==> config.mk <==
export PLATFORM = sky130hd
export DESIGN_NAME = x86alu_mul_final
export DESIGN_NICKNAME = d
export VERILOG_FILES = /design/src/hw/rtl/x86alu_pkg.sv /design/src/hw/rtl/x86alu_mul_final.sv
export SDC_FILE = /design/constraint.sdc
export NUM_CORES = 1
export LEC_CHECK = 0
export BUFFER_PORTS_ARGS = -buffer_cell sky130_fd_sc_hd__buf_2
export CORE_AREA = 4 4 123 125
export DETAILED_ROUTE_END_ITERATION = 16
export DIE_AREA = 0 0 127 129
export PLACE_DENSITY = 0.72
export SYNTH_ARGS = -nofsm -noshare
export SYNTH_HDL_FRONTEND = slang
export SYNTH_SLANG_ARGS = --single-unit
export TNS_END_PERCENT = 1
==> constraint.sdc <==
create_clock -name vclk -period 6.3
set_clock_uncertainty 0.2 [all_clocks]
set_input_delay 0.63 -clock vclk [all_inputs]
set_output_delay 0.63 -clock vclk [all_outputs]
set_load 0.05 [all_outputs]
==> src/hw/rtl/x86alu_pkg.sv <==
// ----------------------------------------------------------------------------
// x86alu_pkg: shared types, codes and helpers for the x86 integer ALU
// Function and size codes, flag bit positions, the structs that carry an
// operation down the pipeline, and the small helpers used by several stages.
// ----------------------------------------------------------------------------
package x86alu_pkg;

  localparam int unsigned DATA_W = 64;
  localparam int unsigned FLAG_W = 6;

  // Flag bit positions in the flag word.
  localparam int unsigned FLAG_CF = 0;
  localparam int unsigned FLAG_PF = 1;
  localparam int unsigned FLAG_AF = 2;
  localparam int unsigned FLAG_ZF = 3;
  localparam int unsigned FLAG_SF = 4;
  localparam int unsigned FLAG_OF = 5;

  typedef enum logic [3:0] {
    FUNC_ADD      = 4'd0,
    FUNC_SUB      = 4'd1,
    FUNC_CMP      = 4'd2,
    FUNC_AND      = 4'd3,
    FUNC_OR       = 4'd4,
    FUNC_XOR      = 4'd5,
    FUNC_INC      = 4'd6,
    FUNC_DEC      = 4'd7,
    FUNC_NOT      = 4'd8,
    FUNC_IMUL     = 4'd9,
    FUNC_BT       = 4'd10,
    FUNC_CONDTEST = 4'd11
  } func_t;

  typedef enum logic [1:0] {
    SIZE_BYTE  = 2'd0,
    SIZE_DWORD = 2'd1,
    SIZE_QWORD = 2'd2
  } size_t;

  // Condition groups: the upper three bits of the Jcc code; bit 0 inverts.
  typedef enum logic [2:0] {
    COND_O  = 3'd0,
    COND_B  = 3'd1,
    COND_E  = 3'd2,
    COND_BE = 3'd3,
    COND_S  = 3'd4,
    COND_P  = 3'd5,
    COND_L  = 3'd6,
    COND_LE = 3'd7
  } cond_grp_t;

  // Flag update: only bits set in wmask are written.
  typedef struct packed {
    logic [FLAG_W-1:0] value;
    logic [FLAG_W-1:0] wmask;
  } flag_upd_t;

  // Per-operation control and non-multiply result.
  typedef struct packed {
    logic              is_mul;
    logic              is_cond;
    logic [3:0]        cond_code;
    logic [1:0]        size_code;
    logic              write_back;
    logic [DATA_W-1:0] result;
    flag_upd_t         upd;
  } alu_ctl_t;

  // Multiply partial products and sign-extended operands.
  typedef struct packed {
    logic [DATA_W-1:0] p00;
    logic [DATA_W-1:0] p01;
    logic [DATA_W-1:0] p10;
    logic [DATA_W-1:0] p11;
    logic [DATA_W-1:0] a_sx;
    logic [DATA_W-1:0] b_sx;
  } mul_pp_t;

  // Multiply column sums before the final high-word adjust.
  typedef struct packed {
    logic [33:0]       mid;
    logic [31:0]       lo_low;
    logic [DATA_W-1:0] hi_part;
    logic [DATA_W-1:0] corr;
  } mul_sum_t;

  // Full signed 128-bit product.
  typedef struct packed {
    logic [DATA_W-1:0] hi;
    logic [DATA_W-1:0] lo;
  } mul_prod_t;

  // Mask for the operand size; the unused size code acts as 64-bit.
  function automatic logic [DATA_W-1:0] size_mask(input logic [1:0] sz);
    logic [DATA_W-1:0] m;
    case (sz)
      SIZE_BYTE:  m = {{(DATA_W-8){1'b0}}, 8'hFF};
      SIZE_DWORD: m = {{(DATA_W-32){1'b0}}, 32'hFFFF_FFFF};
      default:    m = '1;
    endcase
    return m;
  endfunction

  // Sign bit of a value at the operand size.
  function automatic logic sign_of(input logic [DATA_W-1:0] x, input logic [1:0] sz);
    logic s;
    case (sz)
      SIZE_BYTE:  s = x[7];
      SIZE_DWORD: s = x[31];
      default:    s = x[DATA_W-1];
    endcase
    return s;
  endfunction

endpackage

==> src/hw/rtl/x86alu_mul_final.sv <==
// ----------------------------------------------------------------------------
// x86alu_mul_final: third execute stage
// Assembles the low product word and applies the carry and sign
// correction to the high word.
// ----------------------------------------------------------------------------
module x86alu_mul_final (
  input  x86alu_pkg::mul_sum_t  ms,
  output x86alu_pkg::mul_prod_t prod
);

  assign prod.lo = {ms.mid[31:0], ms.lo_low};
  assign prod.hi = ms.hi_part + {62'b0, ms.mid[33:32]} - ms.corr;

endmodule

==> results.md <==
- Largest net degree at the start of global routing: 12
- Post-route cell area: 6030 sq um
- DP Area: 6030 sq um
- Top-area cell type share of the netlist area: 28.9%
- Sequential Area: 0 sq um
- Fill count: 1522
- Vias in the first global route: 5586
- CLK BUF: 0
- Layout Utilization: 43.4%
- Drt drc: 0
- Top cell type by total area after synthesis: ha_1
- First-pass GRT wire length: 25900 microns
- Mapped Avg Cell Area: 7.02 sq um
- Multi-input logic area: 4480 sq um
- Commonest cells in the netlist: ha_1, inv_1, a21oi_1
- Die Span Y: 129 microns
- RSZ-0062 raised after global routing: no
- Final Hold Violating Endpoints: 0
- Final WL: 16100 microns
- RD Place Congestion: 0.889
- LEAKAGE: 3.30 nW
- Top cells by area, synth: ha_1, buf_4, a21oi_1, inv_1, xnor2_1
- Reported max-cap violation count: 0
- Count leader, synth: ha_1
- Core Region: 13900 sq um
- Yosys cell types: 66
- Final net count: 1203
- Total Power: 1.21 mW
- Layout cells sized above 1: 24.3%
- Peak VDD IR: 0.159 mV
- Synth Instances: 772
- Critical Path End Type: primary output
- Hold_buf cts: 0
- GRT Total Usage: 18.6%
- Cell Rows: 43
- Avg Vias per Cell: 5.35
- Die area: 16400 sq um
- Synth Cell Area: 5420 sq um
- Sequential cell count: 0
- PwrDens: 201 nW/um^2
- DR WL/cell: 15.2 microns
- Final instance count without filler cells: 1060
- Post-route minimum period: 5230 ps
- Ports: 322
- Hold Crit Class: primary input to primary output
- Yosys Warn Count: 0
- Fmax: 0.191 GHz
- Antenna violations before repair: 0
- Worst Tran Pin Value: 629 ps
- Starting Density: 39.0%
- Status: complete, no violations
- Vias: 5676
- Worst setup path end: prod[107]
- Critical path origin: ms[1]
- Max-Slew Margin vs Limit: 57.0%
- Final Max Tran Viols: 0
- Syn Nets: 1093
- Congestion Overflow GR: 0
- Register area share after synthesis: 0%
- CP startpoint kind: primary input
- Inst Count DP: 1060
- Antenna Cells: 0
- Worst Path Max Fanout: 4
- DRT antenna net count: 0
- CP arrival: 4400 ps
- Starting DRC count in detailed routing: 291
- Post-CTS Resized: 0
- WS Path Type: primary input to primary output
- 1st-pass router iterations: 5
- Buffers on Ports: 194
- DP HPWL: 14400 microns
- Synthesis-to-finish area growth: 11.2%
- Crit share post-route: 83.1%
- Setup TNS: 0 ps
- Final setup viols: 0
- Post-CTS Setup Inserts: 0
- Req. time, crit path: 5470 ps
- Die X: 127 microns
-- worst min path at each step --
stage / slack, ps / depth (start not counted) / start / endpoint
finish: 1060 / 0 / ms[139] / prod[11]
detailed placement: 1060 / 0 / ms[148] / prod[20]
floorplan: 1230 / 1 / ms[128] / prod[0]
global route: 1060 / 0 / ms[177] / prod[49]
global placement: 1060 / 0 / ms[148] / prod[20]
CTS: 1060 / 0 / ms[148] / prod[20]
-- critical path, cell delays in order --
cell	delay [ps]
buf_2	110
fa_1	590
inv_1	60
ha_1	310
a211oi_2	80
o311a_1	330
or4b_4	550
a211oi_4	370
o31ai_1	190
nor4_2	410
or3_1	220
a21oi_1	90
xnor2_1	170
buf_2	290
-- routing by layer --
| layer | GRT usage (%) | up-vias | wire length, microns |
|---|---|---|---|
| met1 | 22.0 | 2511 | 6390 |
| met5 | 0 | - | 0 |
| met2 | 34.6 | 246 | 7950 |
| li1 | - | 2899 | - |
| met3 | 4.82 | 20 | 1570 |
| met4 | 2.15 | 0 | 199 |
-- cell usage in the layout, fill, tap and decap left out, drive strengths merged, types with 4 or more instances in the layout --
cell type    n
o31a         4
and4         5
nor2        42
or2          4
o31ai        4
o21a         7
o21ai       46
ha         125
buf        194
a31oi        7
xor2        20
or3          6
nand4       16
a211oi      11
a21oi       88
and3         4
a21o        22
xnor2       37
nand3       10
o21bai      16
o211ai       4
nand2       58
nor3        10
inv         94
-- per-stage QoR --
step	worst slack (ps)	hold slack, ps
global placement	1160	1060
detailed placement	1090	1060
global route	703	1060
CTS	1090	1060
floorplan	988	1230
finish	1070	1060
-- where the power goes --
group	switching (mW)	internal, mW	leakage, nW	total, mW
Sequential	0	0	0	0
Clock	0	0	0	0
Combinational	0.858	0.353	3.30	1.21
Total	0.858	0.353	3.30	1.21
-- cells by family (layout without fill, tap and decap cells) --
family,count (synthesis),in the layout,synth area share (%)
AND/OR/NAND/NOR,170,170,15.4
buffers and inverters,180,288,17.3
XOR/XNOR,57,57,9.22
multiplexers,1,1,0.208
adder cells (fa/ha/maj),127,127,29.6
AO/OA/AOI/OAI,237,237,28.2
-- area by class of cell --
| type | instances | area share, % |
|---|---|---|
| multi-input cells | 592 | 74.3 |
| repair buffers | 194 | 16.1 |
| inverters | 94 | 5.86 |
| well taps | 180 | 3.74 |
Power figures use the tool's default switching activity.
