==> src/hw/rtl/x86alu_pkg.sv <==
// ----------------------------------------------------------------------------
// x86alu_pkg: shared types, codes and helpers for the x86 integer ALU
// Function and size codes, flag bit positions, the structs that carry an
// operation down the pipeline, and the small helpers used by several stages.
// ----------------------------------------------------------------------------
package x86alu_pkg;

  localparam int unsigned DATA_W = 64;
  localparam int unsigned FLAG_W = 6;

  // Flag bit positions in the flag word.
  localparam int unsigned FLAG_CF = 0;
  localparam int unsigned FLAG_PF = 1;
  localparam int unsigned FLAG_AF = 2;
  localparam int unsigned FLAG_ZF = 3;
  localparam int unsigned FLAG_SF = 4;
  localparam int unsigned FLAG_OF = 5;

  typedef enum logic [3:0] {
    FUNC_ADD      = 4'd0,
    FUNC_SUB      = 4'd1,
    FUNC_CMP      = 4'd2,
    FUNC_AND      = 4'd3,
    FUNC_OR       = 4'd4,
    FUNC_XOR      = 4'd5,
    FUNC_INC      = 4'd6,
    FUNC_DEC      = 4'd7,
    FUNC_NOT      = 4'd8,
    FUNC_IMUL     = 4'd9,
    FUNC_BT       = 4'd10,
    FUNC_CONDTEST = 4'd11
  } func_t;

  typedef enum logic [1:0] {
    SIZE_BYTE  = 2'd0,
    SIZE_DWORD = 2'd1,
    SIZE_QWORD = 2'd2
  } size_t;

  // Condition groups: the upper three bits of the Jcc code; bit 0 inverts.
  typedef enum logic [2:0] {
    COND_O  = 3'd0,
    COND_B  = 3'd1,
    COND_E  = 3'd2,
    COND_BE = 3'd3,
    COND_S  = 3'd4,
    COND_P  = 3'd5,
    COND_L  = 3'd6,
    COND_LE = 3'd7
  } cond_grp_t;

  // Flag update: only bits set in wmask are written.
  typedef struct packed {
    logic [FLAG_W-1:0] value;
    logic [FLAG_W-1:0] wmask;
  } flag_upd_t;

  // Per-operation control and non-multiply result.
  typedef struct packed {
    logic              is_mul;
    logic              is_cond;
    logic [3:0]        cond_code;
    logic [1:0]        size_code;
    logic              write_back;
    logic [DATA_W-1:0] result;
    flag_upd_t         upd;
  } alu_ctl_t;

  // Multiply partial products and sign-extended operands.
  typedef struct packed {
    logic [DATA_W-1:0] p00;
    logic [DATA_W-1:0] p01;
    logic [DATA_W-1:0] p10;
    logic [DATA_W-1:0] p11;
    logic [DATA_W-1:0] a_sx;
    logic [DATA_W-1:0] b_sx;
  } mul_pp_t;

  // Multiply column sums before the final high-word adjust.
  typedef struct packed {
    logic [33:0]       mid;
    logic [31:0]       lo_low;
    logic [DATA_W-1:0] hi_part;
    logic [DATA_W-1:0] corr;
  } mul_sum_t;

  // Full signed 128-bit product.
  typedef struct packed {
    logic [DATA_W-1:0] hi;
    logic [DATA_W-1:0] lo;
  } mul_prod_t;

  // Mask for the operand size; the unused size code acts as 64-bit.
  function automatic logic [DATA_W-1:0] size_mask(input logic [1:0] sz);
    logic [DATA_W-1:0] m;
    case (sz)
      SIZE_BYTE:  m = {{(DATA_W-8){1'b0}}, 8'hFF};
      SIZE_DWORD: m = {{(DATA_W-32){1'b0}}, 32'hFFFF_FFFF};
      default:    m = '1;
    endcase
    return m;
  endfunction

  // Sign bit of a value at the operand size.
  function automatic logic sign_of(input logic [DATA_W-1:0] x, input logic [1:0] sz);
    logic s;
    case (sz)
      SIZE_BYTE:  s = x[7];
      SIZE_DWORD: s = x[31];
      default:    s = x[DATA_W-1];
    endcase
    return s;
  endfunction

endpackage

==> src/hw/rtl/x86alu_mul_reduce.sv <==
// ----------------------------------------------------------------------------
// x86alu_mul_reduce: second execute stage
// Sums the partial product columns and forms the signed correction term
// that turns the unsigned high word into the signed one.
// ----------------------------------------------------------------------------
module x86alu_mul_reduce (
  input  x86alu_pkg::mul_pp_t  pp,
  output x86alu_pkg::mul_sum_t ms
);

  // Middle column: carries from the low word into the high word.
  assign ms.mid     = {2'b00, pp.p00[63:32]} + {2'b00, pp.p01[31:0]} + {2'b00, pp.p10[31:0]};
  assign ms.lo_low  = pp.p00[31:0];
  assign ms.hi_part = pp.p11 + {32'b0, pp.p01[63:32]} + {32'b0, pp.p10[63:32]};

  // Each negative operand subtracts the other operand from the high word.
  assign ms.corr = (pp.a_sx[63] ? pp.b_sx : 64'd0) + (pp.b_sx[63] ? pp.a_sx : 64'd0);

endmodule

==> config.mk <==
export PLATFORM = sky130hd
export DESIGN_NAME = x86alu_mul_reduce
export DESIGN_NICKNAME = d
export VERILOG_FILES = /design/src/hw/rtl/x86alu_pkg.sv /design/src/hw/rtl/x86alu_mul_reduce.sv
export SDC_FILE = /design/constraint.sdc
export NUM_CORES = 1
export LEC_CHECK = 0
export BUFFER_PORTS_ARGS = -buffer_cell sky130_fd_sc_hd__buf_2
export CORE_AREA = 4 4 225 227
export DETAILED_ROUTE_END_ITERATION = 16
export DIE_AREA = 0 0 229 231
export PLACE_DENSITY_LB_ADDON = 0.15
export SYNTH_ARGS = -nofsm -noshare
export SYNTH_HDL_FRONTEND = slang
export SYNTH_SLANG_ARGS = --single-unit
==> constraint.sdc <==
create_clock -name vclk -period 9.15
set_input_delay 2.745 -clock vclk [all_inputs]
set_output_delay 2.745 -clock vclk [all_outputs]
set_load 0.02 [all_outputs]
==> impl_metrics.yaml <==
outcome:
  status: "finished, final reports clean"
worst_setup_path:
  required_ns: 6.41
  worst_setup_path_start_kind: "input port"
  critical_path_class: "input port to primary output"
  path_max_fanout: 16
  worstPathArrival_ns: 6.17
  crit_start: "pp[127]"
  worstSetupEndpoint: "ms[53]"
  worst_setup_path_end_kind: "primary output"
grt:
  grt_overflow: 0
  antenna_found_initial: 15
  grt.total_usage_pct: 16.0
  grt_pass1_wl_um: 68900
  first_global_vias: 11799
  grt_start_max_net_pins: 33
min_path:
  hold_class: "input port to primary output"
placement:
  post-place-ws_ns: 0.136
  gp_congestion: 0.907
  dp.cells: 2428
  dpl.hpwl_um: 41500
  numPortBuffers: 514
synthesis:
  synth_top_family_by_area: "adder cells"
  synth.top_cell.area_share_pct: 15.9
  synth.most_common_cell: "and2_1"
  syn_area_um2: 9920
  synthAdderAreaFrac_pct: 29.4
  synthSimpleGateAreaFrac_pct: 25.5
  postSynthAreaPerCell_um2: 7.45
  synth_compound_area_share_pct: 26.9
  synthXorXnorAreaFrac_pct: 12.1
  yosysSeqAreaShare_pct: 0
  yosysTopAreaCell: "ha_1"
  synth_warnings: 0
  yosys-top-cells-area: "ha_1 16%, fa_1 14%, and2_1 8.6%"
  syn_nets: 1908
  postSynthCellCount: 1331
  ys_top_cells_by_count: "136 x and2_1, 126 x ha_1, 116 x a21oi_1, 99 x nand2_1, 78 x xnor2_1"
  muxShareOfSynthArea_pct: 0.202
  ys_types: 70
sta:
  max_slew_margin_pct: 59.6
  slew_violations: 0
  tns_ns: 0
  layout_setup_ws_ns: 0.235
  tightest_slew_ns: 0.599
  fmax_mhz: 112
  holdWs_ns: 5.49
  finalHoldViolations: 0
  finalCritPeriodShare_pct: 97.4
  setup_viol: 0
  layout_min_cycle_time_ns: 8.91
  grt_setup_unrepaired: "false"
power:
  peakVddDrop_v: 0.0000466
  comb_power_share_pct: 100.0
  pwr-share-seq_pct: 0
  p_leak_uw: 0.00670
  power.share.clock_pct: 0
  p_int_uw: 552
  p_switching_uw: 906
  power_density_nw_per_um2: 111
  swShare_pct: 62.1
layout:
  n_clock_buffer: 0
  drive_above_1_share_pct: 31.8
  areaGrowthSynthToFinish_pct: 32.7
  utilization_pct: 27.1
  seq_area_um2: 0
  layoutNonFillerInstCount: 2433
  nets: 2385
  nFlopsAndLatches: 0
  fill_cells: 5533
route:
  dr_total_vias: 11568
  drt-pass1-iter-count: 7
  routed_wl_um: 45600
  vias_per_cell: 4.75
  drt-wirelength-per-cell_um: 18.7
  drtIter0Drc: 492
  drc: 0
  ant_nets: 0
die:
  die_x_um: 229
  pin_count: 578
  dieArea_um2: 52900
  die_h_um: 231
  initial_core_util_pct: 20.4
  placementRows: 81
  coreArea_um2: 48600
run:
  maxCapViolations: 0
clocking:
  cts_setup_buffers: 0
## cell families (layout without fill, tap and decap cells)
kind of cell | after synthesis | in the layout
compound gates | 404 | 404
xor+xnor | 137 | 137
fa+ha+maj | 193 | 193
buf+inv | 120 | 595
mux | 2 | 2
other cells | 0 | 5
simple gates | 475 | 475
## power groups by stage
stage	combinational [uW]	clock [uW]	sequential, uW
floorplan	936	0	0
global placement	1470	0	0
detailed placement	1470	0	0
CTS	1480	0	0
global route	1600	0.0000439	0
finish	1460	0.0000735	0
## worst max-delay path: stages
cell and delay, ns:
buf_2 0.18, buf_4 0.21, and2_1 0.15, ha_1 0.44, nand2_1 0.17, nor4_1 0.37, nand3_1 0.20, a211oi_2 0.26
nor2_1 0.17, o21bai_4 0.25, a21oi_2 0.07, buf_4 0.18, o41ai_2 0.40, xor2_1 0.18, buf_2 0.19
## worst min-delay path by stage
| stage | to | slack, ns | cells after the start | startpoint |
|---|---|---|---|---|
| 2_1_floorplan | ms[128] | 5.60 | 1 | pp[320] |
| 6_report | ms[130] | 5.49 | 0 | pp[322] |
| 3_5_place_dp | ms[128] | 5.49 | 0 | pp[320] |
| 3_3_place_gp | ms[128] | 5.49 | 0 | pp[320] |
| 4_1_cts | ms[128] | 5.49 | 0 | pp[320] |
| 5_1_grt | ms[130] | 5.49 | 0 | pp[322] |
## stage by stage
stage          instance area [um2]  power (uW)
2_1_floorplan                 9920         936
3_3_place_gp                 13100        1470
6_report                     13200        1460
4_1_cts                      13100        1480
3_5_place_dp                 13100        1470
5_1_grt                      13200        1600
## final cells by class
class / count / area (um2) / share of cell area [%]
diodes: 5 / 12.5 / 0.0950
repair buffers: 547 / 2850 / 21.6
inverters: 48 / 180 / 1.37
multi-input cells: 1211 / 9350 / 71.0
well taps: 622 / 778 / 5.91
## placed cells by master, fill, tap and decap left out, types with 59 or more instances in the layout
master,n
buf_2,513
and2_1,136
ha_1,126
a21oi_1,116
nand2_1,99
xnor2_1,78
nor2_1,72
a21o_1,70
o21ai_0,68
fa_1,67
xor2_1,59
## metal layers
metal	track usage, %	vias to the layer above	share of wire, %
li1	-	5725	-
met3	3.54	20	6.7
met5	0	-	0.13
met2	29.1	358	50
met1	20.4	5455	43
met4	0.818	10	0.44
## timing repair
action	4_1_cts	5_1_grt
endpoints found under the setup margin	0	20
resized for setup	0	4
hold buffers	0	0
(Power assumes the default switching activity.)
