### config.mk
export PLATFORM = sky130hd
export DESIGN_NAME = x86alu_commit
export DESIGN_NICKNAME = d
export VERILOG_FILES = /design/src/hw/rtl/x86alu_pkg.sv /design/src/hw/rtl/x86alu_commit.sv
export SDC_FILE = /design/constraint.sdc
export NUM_CORES = 1
export LEC_CHECK = 0
export ABC_AREA = 1
export ABC_CLOCK_PERIOD_IN_PS = 1250
export BUFFER_PORTS_ARGS = -buffer_cell sky130_fd_sc_hd__buf_2
export CORE_AREA = 2 2 114 116
export DETAILED_ROUTE_END_ITERATION = 16
export DIE_AREA = 0 0 116 118
export PLACE_DENSITY = 0.57
export SYNTH_ARGS = -nofsm -noshare
export SYNTH_HDL_FRONTEND = slang
export SYNTH_SLANG_ARGS = --single-unit
export TNS_END_PERCENT = 30
### constraint.sdc
create_clock -name vclk -period 1.25
set_input_delay 0.0625 -clock vclk [all_inputs]
set_output_delay 0.0625 -clock vclk [all_outputs]
set_load 0.01 [all_outputs]
### src/hw/rtl/x86alu_pkg.sv
// ----------------------------------------------------------------------------
// x86alu_pkg: shared types, codes and helpers for the x86 integer ALU
// Function and size codes, flag bit positions, the structs that carry an
// operation down the pipeline, and the small helpers used by several stages.
// ----------------------------------------------------------------------------
package x86alu_pkg;

  localparam int unsigned DATA_W = 64;
  localparam int unsigned FLAG_W = 6;

  // Flag bit positions in the flag word.
  localparam int unsigned FLAG_CF = 0;
  localparam int unsigned FLAG_PF = 1;
  localparam int unsigned FLAG_AF = 2;
  localparam int unsigned FLAG_ZF = 3;
  localparam int unsigned FLAG_SF = 4;
  localparam int unsigned FLAG_OF = 5;

  typedef enum logic [3:0] {
    FUNC_ADD      = 4'd0,
    FUNC_SUB      = 4'd1,
    FUNC_CMP      = 4'd2,
    FUNC_AND      = 4'd3,
    FUNC_OR       = 4'd4,
    FUNC_XOR      = 4'd5,
    FUNC_INC      = 4'd6,
    FUNC_DEC      = 4'd7,
    FUNC_NOT      = 4'd8,
    FUNC_IMUL     = 4'd9,
    FUNC_BT       = 4'd10,
    FUNC_CONDTEST = 4'd11
  } func_t;

  typedef enum logic [1:0] {
    SIZE_BYTE  = 2'd0,
    SIZE_DWORD = 2'd1,
    SIZE_QWORD = 2'd2
  } size_t;

  // Condition groups: the upper three bits of the Jcc code; bit 0 inverts.
  typedef enum logic [2:0] {
    COND_O  = 3'd0,
    COND_B  = 3'd1,
    COND_E  = 3'd2,
    COND_BE = 3'd3,
    COND_S  = 3'd4,
    COND_P  = 3'd5,
    COND_L  = 3'd6,
    COND_LE = 3'd7
  } cond_grp_t;

  // Flag update: only bits set in wmask are written.
  typedef struct packed {
    logic [FLAG_W-1:0] value;
    logic [FLAG_W-1:0] wmask;
  } flag_upd_t;

  // Per-operation control and non-multiply result.
  typedef struct packed {
    logic              is_mul;
    logic              is_cond;
    logic [3:0]        cond_code;
    logic [1:0]        size_code;
    logic              write_back;
    logic [DATA_W-1:0] result;
    flag_upd_t         upd;
  } alu_ctl_t;

  // Multiply partial products and sign-extended operands.
  typedef struct packed {
    logic [DATA_W-1:0] p00;
    logic [DATA_W-1:0] p01;
    logic [DATA_W-1:0] p10;
    logic [DATA_W-1:0] p11;
    logic [DATA_W-1:0] a_sx;
    logic [DATA_W-1:0] b_sx;
  } mul_pp_t;

  // Multiply column sums before the final high-word adjust.
  typedef struct packed {
    logic [33:0]       mid;
    logic [31:0]       lo_low;
    logic [DATA_W-1:0] hi_part;
    logic [DATA_W-1:0] corr;
  } mul_sum_t;

  // Full signed 128-bit product.
  typedef struct packed {
    logic [DATA_W-1:0] hi;
    logic [DATA_W-1:0] lo;
  } mul_prod_t;

  // Mask for the operand size; the unused size code acts as 64-bit.
  function automatic logic [DATA_W-1:0] size_mask(input logic [1:0] sz);
    logic [DATA_W-1:0] m;
    case (sz)
      SIZE_BYTE:  m = {{(DATA_W-8){1'b0}}, 8'hFF};
      SIZE_DWORD: m = {{(DATA_W-32){1'b0}}, 32'hFFFF_FFFF};
      default:    m = '1;
    endcase
    return m;
  endfunction

  // Sign bit of a value at the operand size.
  function automatic logic sign_of(input logic [DATA_W-1:0] x, input logic [1:0] sz);
    logic s;
    case (sz)
      SIZE_BYTE:  s = x[7];
      SIZE_DWORD: s = x[31];
      default:    s = x[DATA_W-1];
    endcase
    return s;
  endfunction

endpackage

### src/hw/rtl/x86alu_commit.sv
// ----------------------------------------------------------------------------
// x86alu_commit: commit stage
// Judges multiply overflow, merges the flag update into the architectural
// flags and evaluates the condition test against the current flags.
// ----------------------------------------------------------------------------
module x86alu_commit (
  input  x86alu_pkg::alu_ctl_t  ctl,
  input  x86alu_pkg::mul_prod_t prod,
  input  logic [5:0]            flags_cur,
  output logic [63:0]           result,
  output logic                  write_back,
  output logic [5:0]            flags_nxt,
  output logic                  cond_true
);

  logic       fits;
  logic       hi_ok;
  logic       mul_ovf;
  logic [5:0] upd_value;
  logic       t;
  logic       cf;
  logic       pf;
  logic       zf;
  logic       sf;
  logic       of;

  // The product fits when the high bits are all copies of the size sign bit.
  always_comb begin
    case (ctl.size_code)
      x86alu_pkg::SIZE_BYTE:  fits = (&prod.lo[63:7]) | ~(|prod.lo[63:7]);
      x86alu_pkg::SIZE_DWORD: fits = (&prod.lo[63:31]) | ~(|prod.lo[63:31]);
      default:                fits = 1'b1;
    endcase
  end

  assign hi_ok   = (prod.hi == {64{prod.lo[63]}});
  assign mul_ovf = ~(fits & hi_ok);

  // Multiply supplies CF and OF here; all other functions came ready.
  always_comb begin
    upd_value = ctl.upd.value;
    if (ctl.is_mul) begin
      upd_value[x86alu_pkg::FLAG_CF] = mul_ovf;
      upd_value[x86alu_pkg::FLAG_OF] = mul_ovf;
    end
  end

  assign flags_nxt  = (flags_cur & ~ctl.upd.wmask) | (upd_value & ctl.upd.wmask);
  assign result     = ctl.is_mul ? (prod.lo & x86alu_pkg::size_mask(ctl.size_code))
                                 : ctl.result;
  assign write_back = ctl.write_back;

  // Condition test on the flags left by all earlier operations.
  assign cf = flags_cur[x86alu_pkg::FLAG_CF];
  assign pf = flags_cur[x86alu_pkg::FLAG_PF];
  assign zf = flags_cur[x86alu_pkg::FLAG_ZF];
  assign sf = flags_cur[x86alu_pkg::FLAG_SF];
  assign of = flags_cur[x86alu_pkg::FLAG_OF];

  always_comb begin
    case (x86alu_pkg::cond_grp_t'(ctl.cond_code[3:1]))
      x86alu_pkg::COND_O:  t = of;
      x86alu_pkg::COND_B:  t = cf;
      x86alu_pkg::COND_E:  t = zf;
      x86alu_pkg::COND_BE: t = cf | zf;
      x86alu_pkg::COND_S:  t = sf;
      x86alu_pkg::COND_P:  t = pf;
      x86alu_pkg::COND_L:  t = sf ^ of;
      default:             t = zf | (sf ^ of);
    endcase
  end

  assign cond_true = ctl.is_cond & (t ^ ctl.cond_code[0]);

endmodule

==> out/qor.txt <==
FINISH
----------------------------------------------------------------------------------------
Post-layout nets                                                                    1000
Seq Cell Count                                                                         0
Core occupancy in the finished layout                                              32.5%
Synthesis-to-finish area growth                                                    99.4%
Proportion of layout cells with a drive suffix above 1                             44.9%
FF/Latch Area                                                                      0 µm²
Cell area after layout                                                          4040 µm²
Count of clock buffers in the final design                                             0

TIMING
----------------------------------------------------------------------------------------
Worst hold slack                                                                  125 ps
Final-report max-slew violation count                                                  0
RSZ-0062 raised after global routing                                                 yes
Min setup slack post-route                                                      -77.7 ps
Worst slew margin                                                                  75.6%
Setup-violating endpoint count in the final report                                     2
Peak clock frequency supported by timing                                       0.753 GHz
Final hold violation count                                                             0
Ratio of final minimum period to clock period                                       106%
Clock period minus worst slack                                                   1330 ps
Transition time at the pin with the least slew margin                             365 ps

SYNTHESIS
----------------------------------------------------------------------------------------
Synthesized net count                                                                692
Most common library cells after synthesis                                   sky130_fd_sc_hd__nand2_1 (216), sky130_fd_sc_hd__nor2_1 (83), sky130_fd_sc_hd__nand3_1 (39)
Post-Synthesis Cell Area                                                        2030 µm²
Share of the yosys chip area belonging to registers                                   0%
Area share of the largest cell type after synthesis                                40.0%
Most instantiated library cell after synthesis                              sky130_fd_sc_hd__nand2_1
Number of warnings printed during yosys synthesis                                      0
Post-synth top area cell                                                    sky130_fd_sc_hd__nand2_1
Yosys cell types                                                                      20
Average cell area after synthesis                                               4.28 µm²
Number of instances in the synthesized netlist                                       473
Main area contributors after synthesis                                      sky130_fd_sc_hd__nand2_1 (40%), sky130_fd_sc_hd__nor2_1 (15%), sky130_fd_sc_hd__nand3_1 (9.6%)

CLOCK NETWORK
----------------------------------------------------------------------------------------
Number of hold buffers added after CTS                                                 0

GRT
----------------------------------------------------------------------------------------
Pin count of the biggest net entering global routing                                  45
Vias in the first global route                                                      3751
Number of antenna violations at the first check in global routing                      3
Global-route wire length before repair                                           17.6 mm
Total grt overflow                                                                     0
GRT Util Overall                                                                   15.8%

DRT
----------------------------------------------------------------------------------------
Remaining antenna violation count                                                      0
Routed WL per cell                                                               12.4 µm
Initial drt markers                                                                  163
Overall routed net length                                                        11.8 mm
Detailed-route via count                                                            4057
Routed vias/inst                                                                    4.26
Number of DRC violations after detailed routing                                        0
Number of search-and-repair iterations in the first detailed-routing pass              6

DIE
----------------------------------------------------------------------------------------
Initial Util                                                                       16.3%
Core Box Area                                                                  12400 µm²
Core Rows                                                                             41
I/O pin cnt                                                                          291
Horizontal die dimension                                                          116 µm
Die outline area                                                               13700 µm²
DIE HEIGHT                                                                        118 µm

SETUP PATH
----------------------------------------------------------------------------------------
Worst setup path category                                                   input port to primary output
Most frequent cell on the critical path                                     sky130_fd_sc_hd__nand2_1
Element type at the critical path end                                       primary output
Startpoint types                                                              input port
Chain of cells forming the critical path                                    buf_12, or2_1, nor2_1, nand2_1, nand2_1, nand2_1, inv_1, nand2_2, nor2_4, nand3_2, nand2_2, a21oi_2, buf_2
Required time worst endpoint                                                     1190 ps
Data arrival time of the critical path                                           1270 ps
Cell at the slowest stage of the critical path                              sky130_fd_sc_hd__or2_1
Critical path peak fanout                                                              5
Slowest stage delay, CP                                                           200 ps

STATUS
----------------------------------------------------------------------------------------
Run status                                                                  finished, violations left
Violated checks                                                             setup timing

POWER AND IR DROP
----------------------------------------------------------------------------------------
Leak Pwr                                                                         2.43 nW
Post-route total power                                                         0.00127 W
Max rail drop VDD                                                                84.2 µV
P per Cell Area                                                               314 nW/µm²

PLACED DESIGN
----------------------------------------------------------------------------------------
Post-DP Area                                                                    3870 µm²
HPWL after detailed placement                                                    10.4 mm
Global placer's final weighted congestion                                          0.833
Port Buf Inserts                                                                     289

WORST HOLD PATH
----------------------------------------------------------------------------------------
Worst min-delay path category                                               input port to primary output
Hold path cells                                                                        0

RUN
----------------------------------------------------------------------------------------
Max-cap violation count                                                                0

[cell type report]
type,instances,area (µm²)
repair buffers,327,1820
multi-input cells,418,1870
fillers,1484,8380
well taps,172,215
inverters,34,128
diodes,2,5.00
[placed cells by master (no fill, tap or decap), drive strengths merged]
| cell | netlist | final |
|---|---|---|
| a21boi | 2 | 2 |
| a21oi | 4 | 4 |
| a22oi | 1 | 1 |
| buf | 5 | 327 |
| diode | 0 | 2 |
| inv | 34 | 34 |
| mux2 | 3 | 3 |
| nand2 | 216 | 216 |
| nand3 | 39 | 39 |
| nand3b | 6 | 6 |
| nand4 | 11 | 11 |
| nor2 | 83 | 83 |
| nor3 | 9 | 9 |
| nor3b | 1 | 1 |
| o21ai | 29 | 29 |
| o31ai | 7 | 7 |
| or2 | 7 | 7 |
[path summary, 6_finish.rpt]
| path | from | end | slack [ps] |
|---|---|---|---|
| min | ctl[76] | write_back | 130 |
| max | prod[63] | flags_nxt[5] | -80 |
[repair_timing]
action | CTS | global route
cloned | 1 | 0
pin swaps | 38 | 11
buffers inserted | 3 | 0
endpoints found under the setup margin | 2 | 2
resized for setup | 26 | 6
[layer usage]
layer | GRT usage, % | wire (µm) | share of wire [%] | vias up
li1 | - | - | - | 2118
met1 | 18.5 | 4830 | 41 | 1726
met2 | 30.4 | 5770 | 49 | 201
met3 | 2.68 | 1080 | 9.1 | 10
met4 | 1.49 | 131 | 1.1 | 2
met5 | 0 | 13 | 0.11 | -
[report_power, final]
group	switching, W	leakage [nW]	internal [W]
logic	0.000648	2.43	0.000620
registers	0	0	0
clock network	0	0.0000127	0.000000000214
[per-stage QoR]
stage	setup WS (ps)	TNS, ps	std cells
final	-77.7	-148	953
after global routing	-220	-438	952
after CTS	-125	-234	951
after detailed placement	-346	-681	947
after global placement	-323	-632	947
after floorplan	182	0	473
[worst max-delay path, delay by kind of cell]
kind | cells | cell delay (ps)
AOI/OAI and AO/OA | 1 | 60
and+or+nand+nor | 9 | 850
buffers and inverters | 3 | 300
[cells by family after synthesis]
kind of cell	Yosys count	synth area share, %
mux	3	1.67
buf+inv	55	11.1
simple gates	372	75.4
compound gates	43	11.9
No activity file was read; power rests on OpenSTA's default activity.
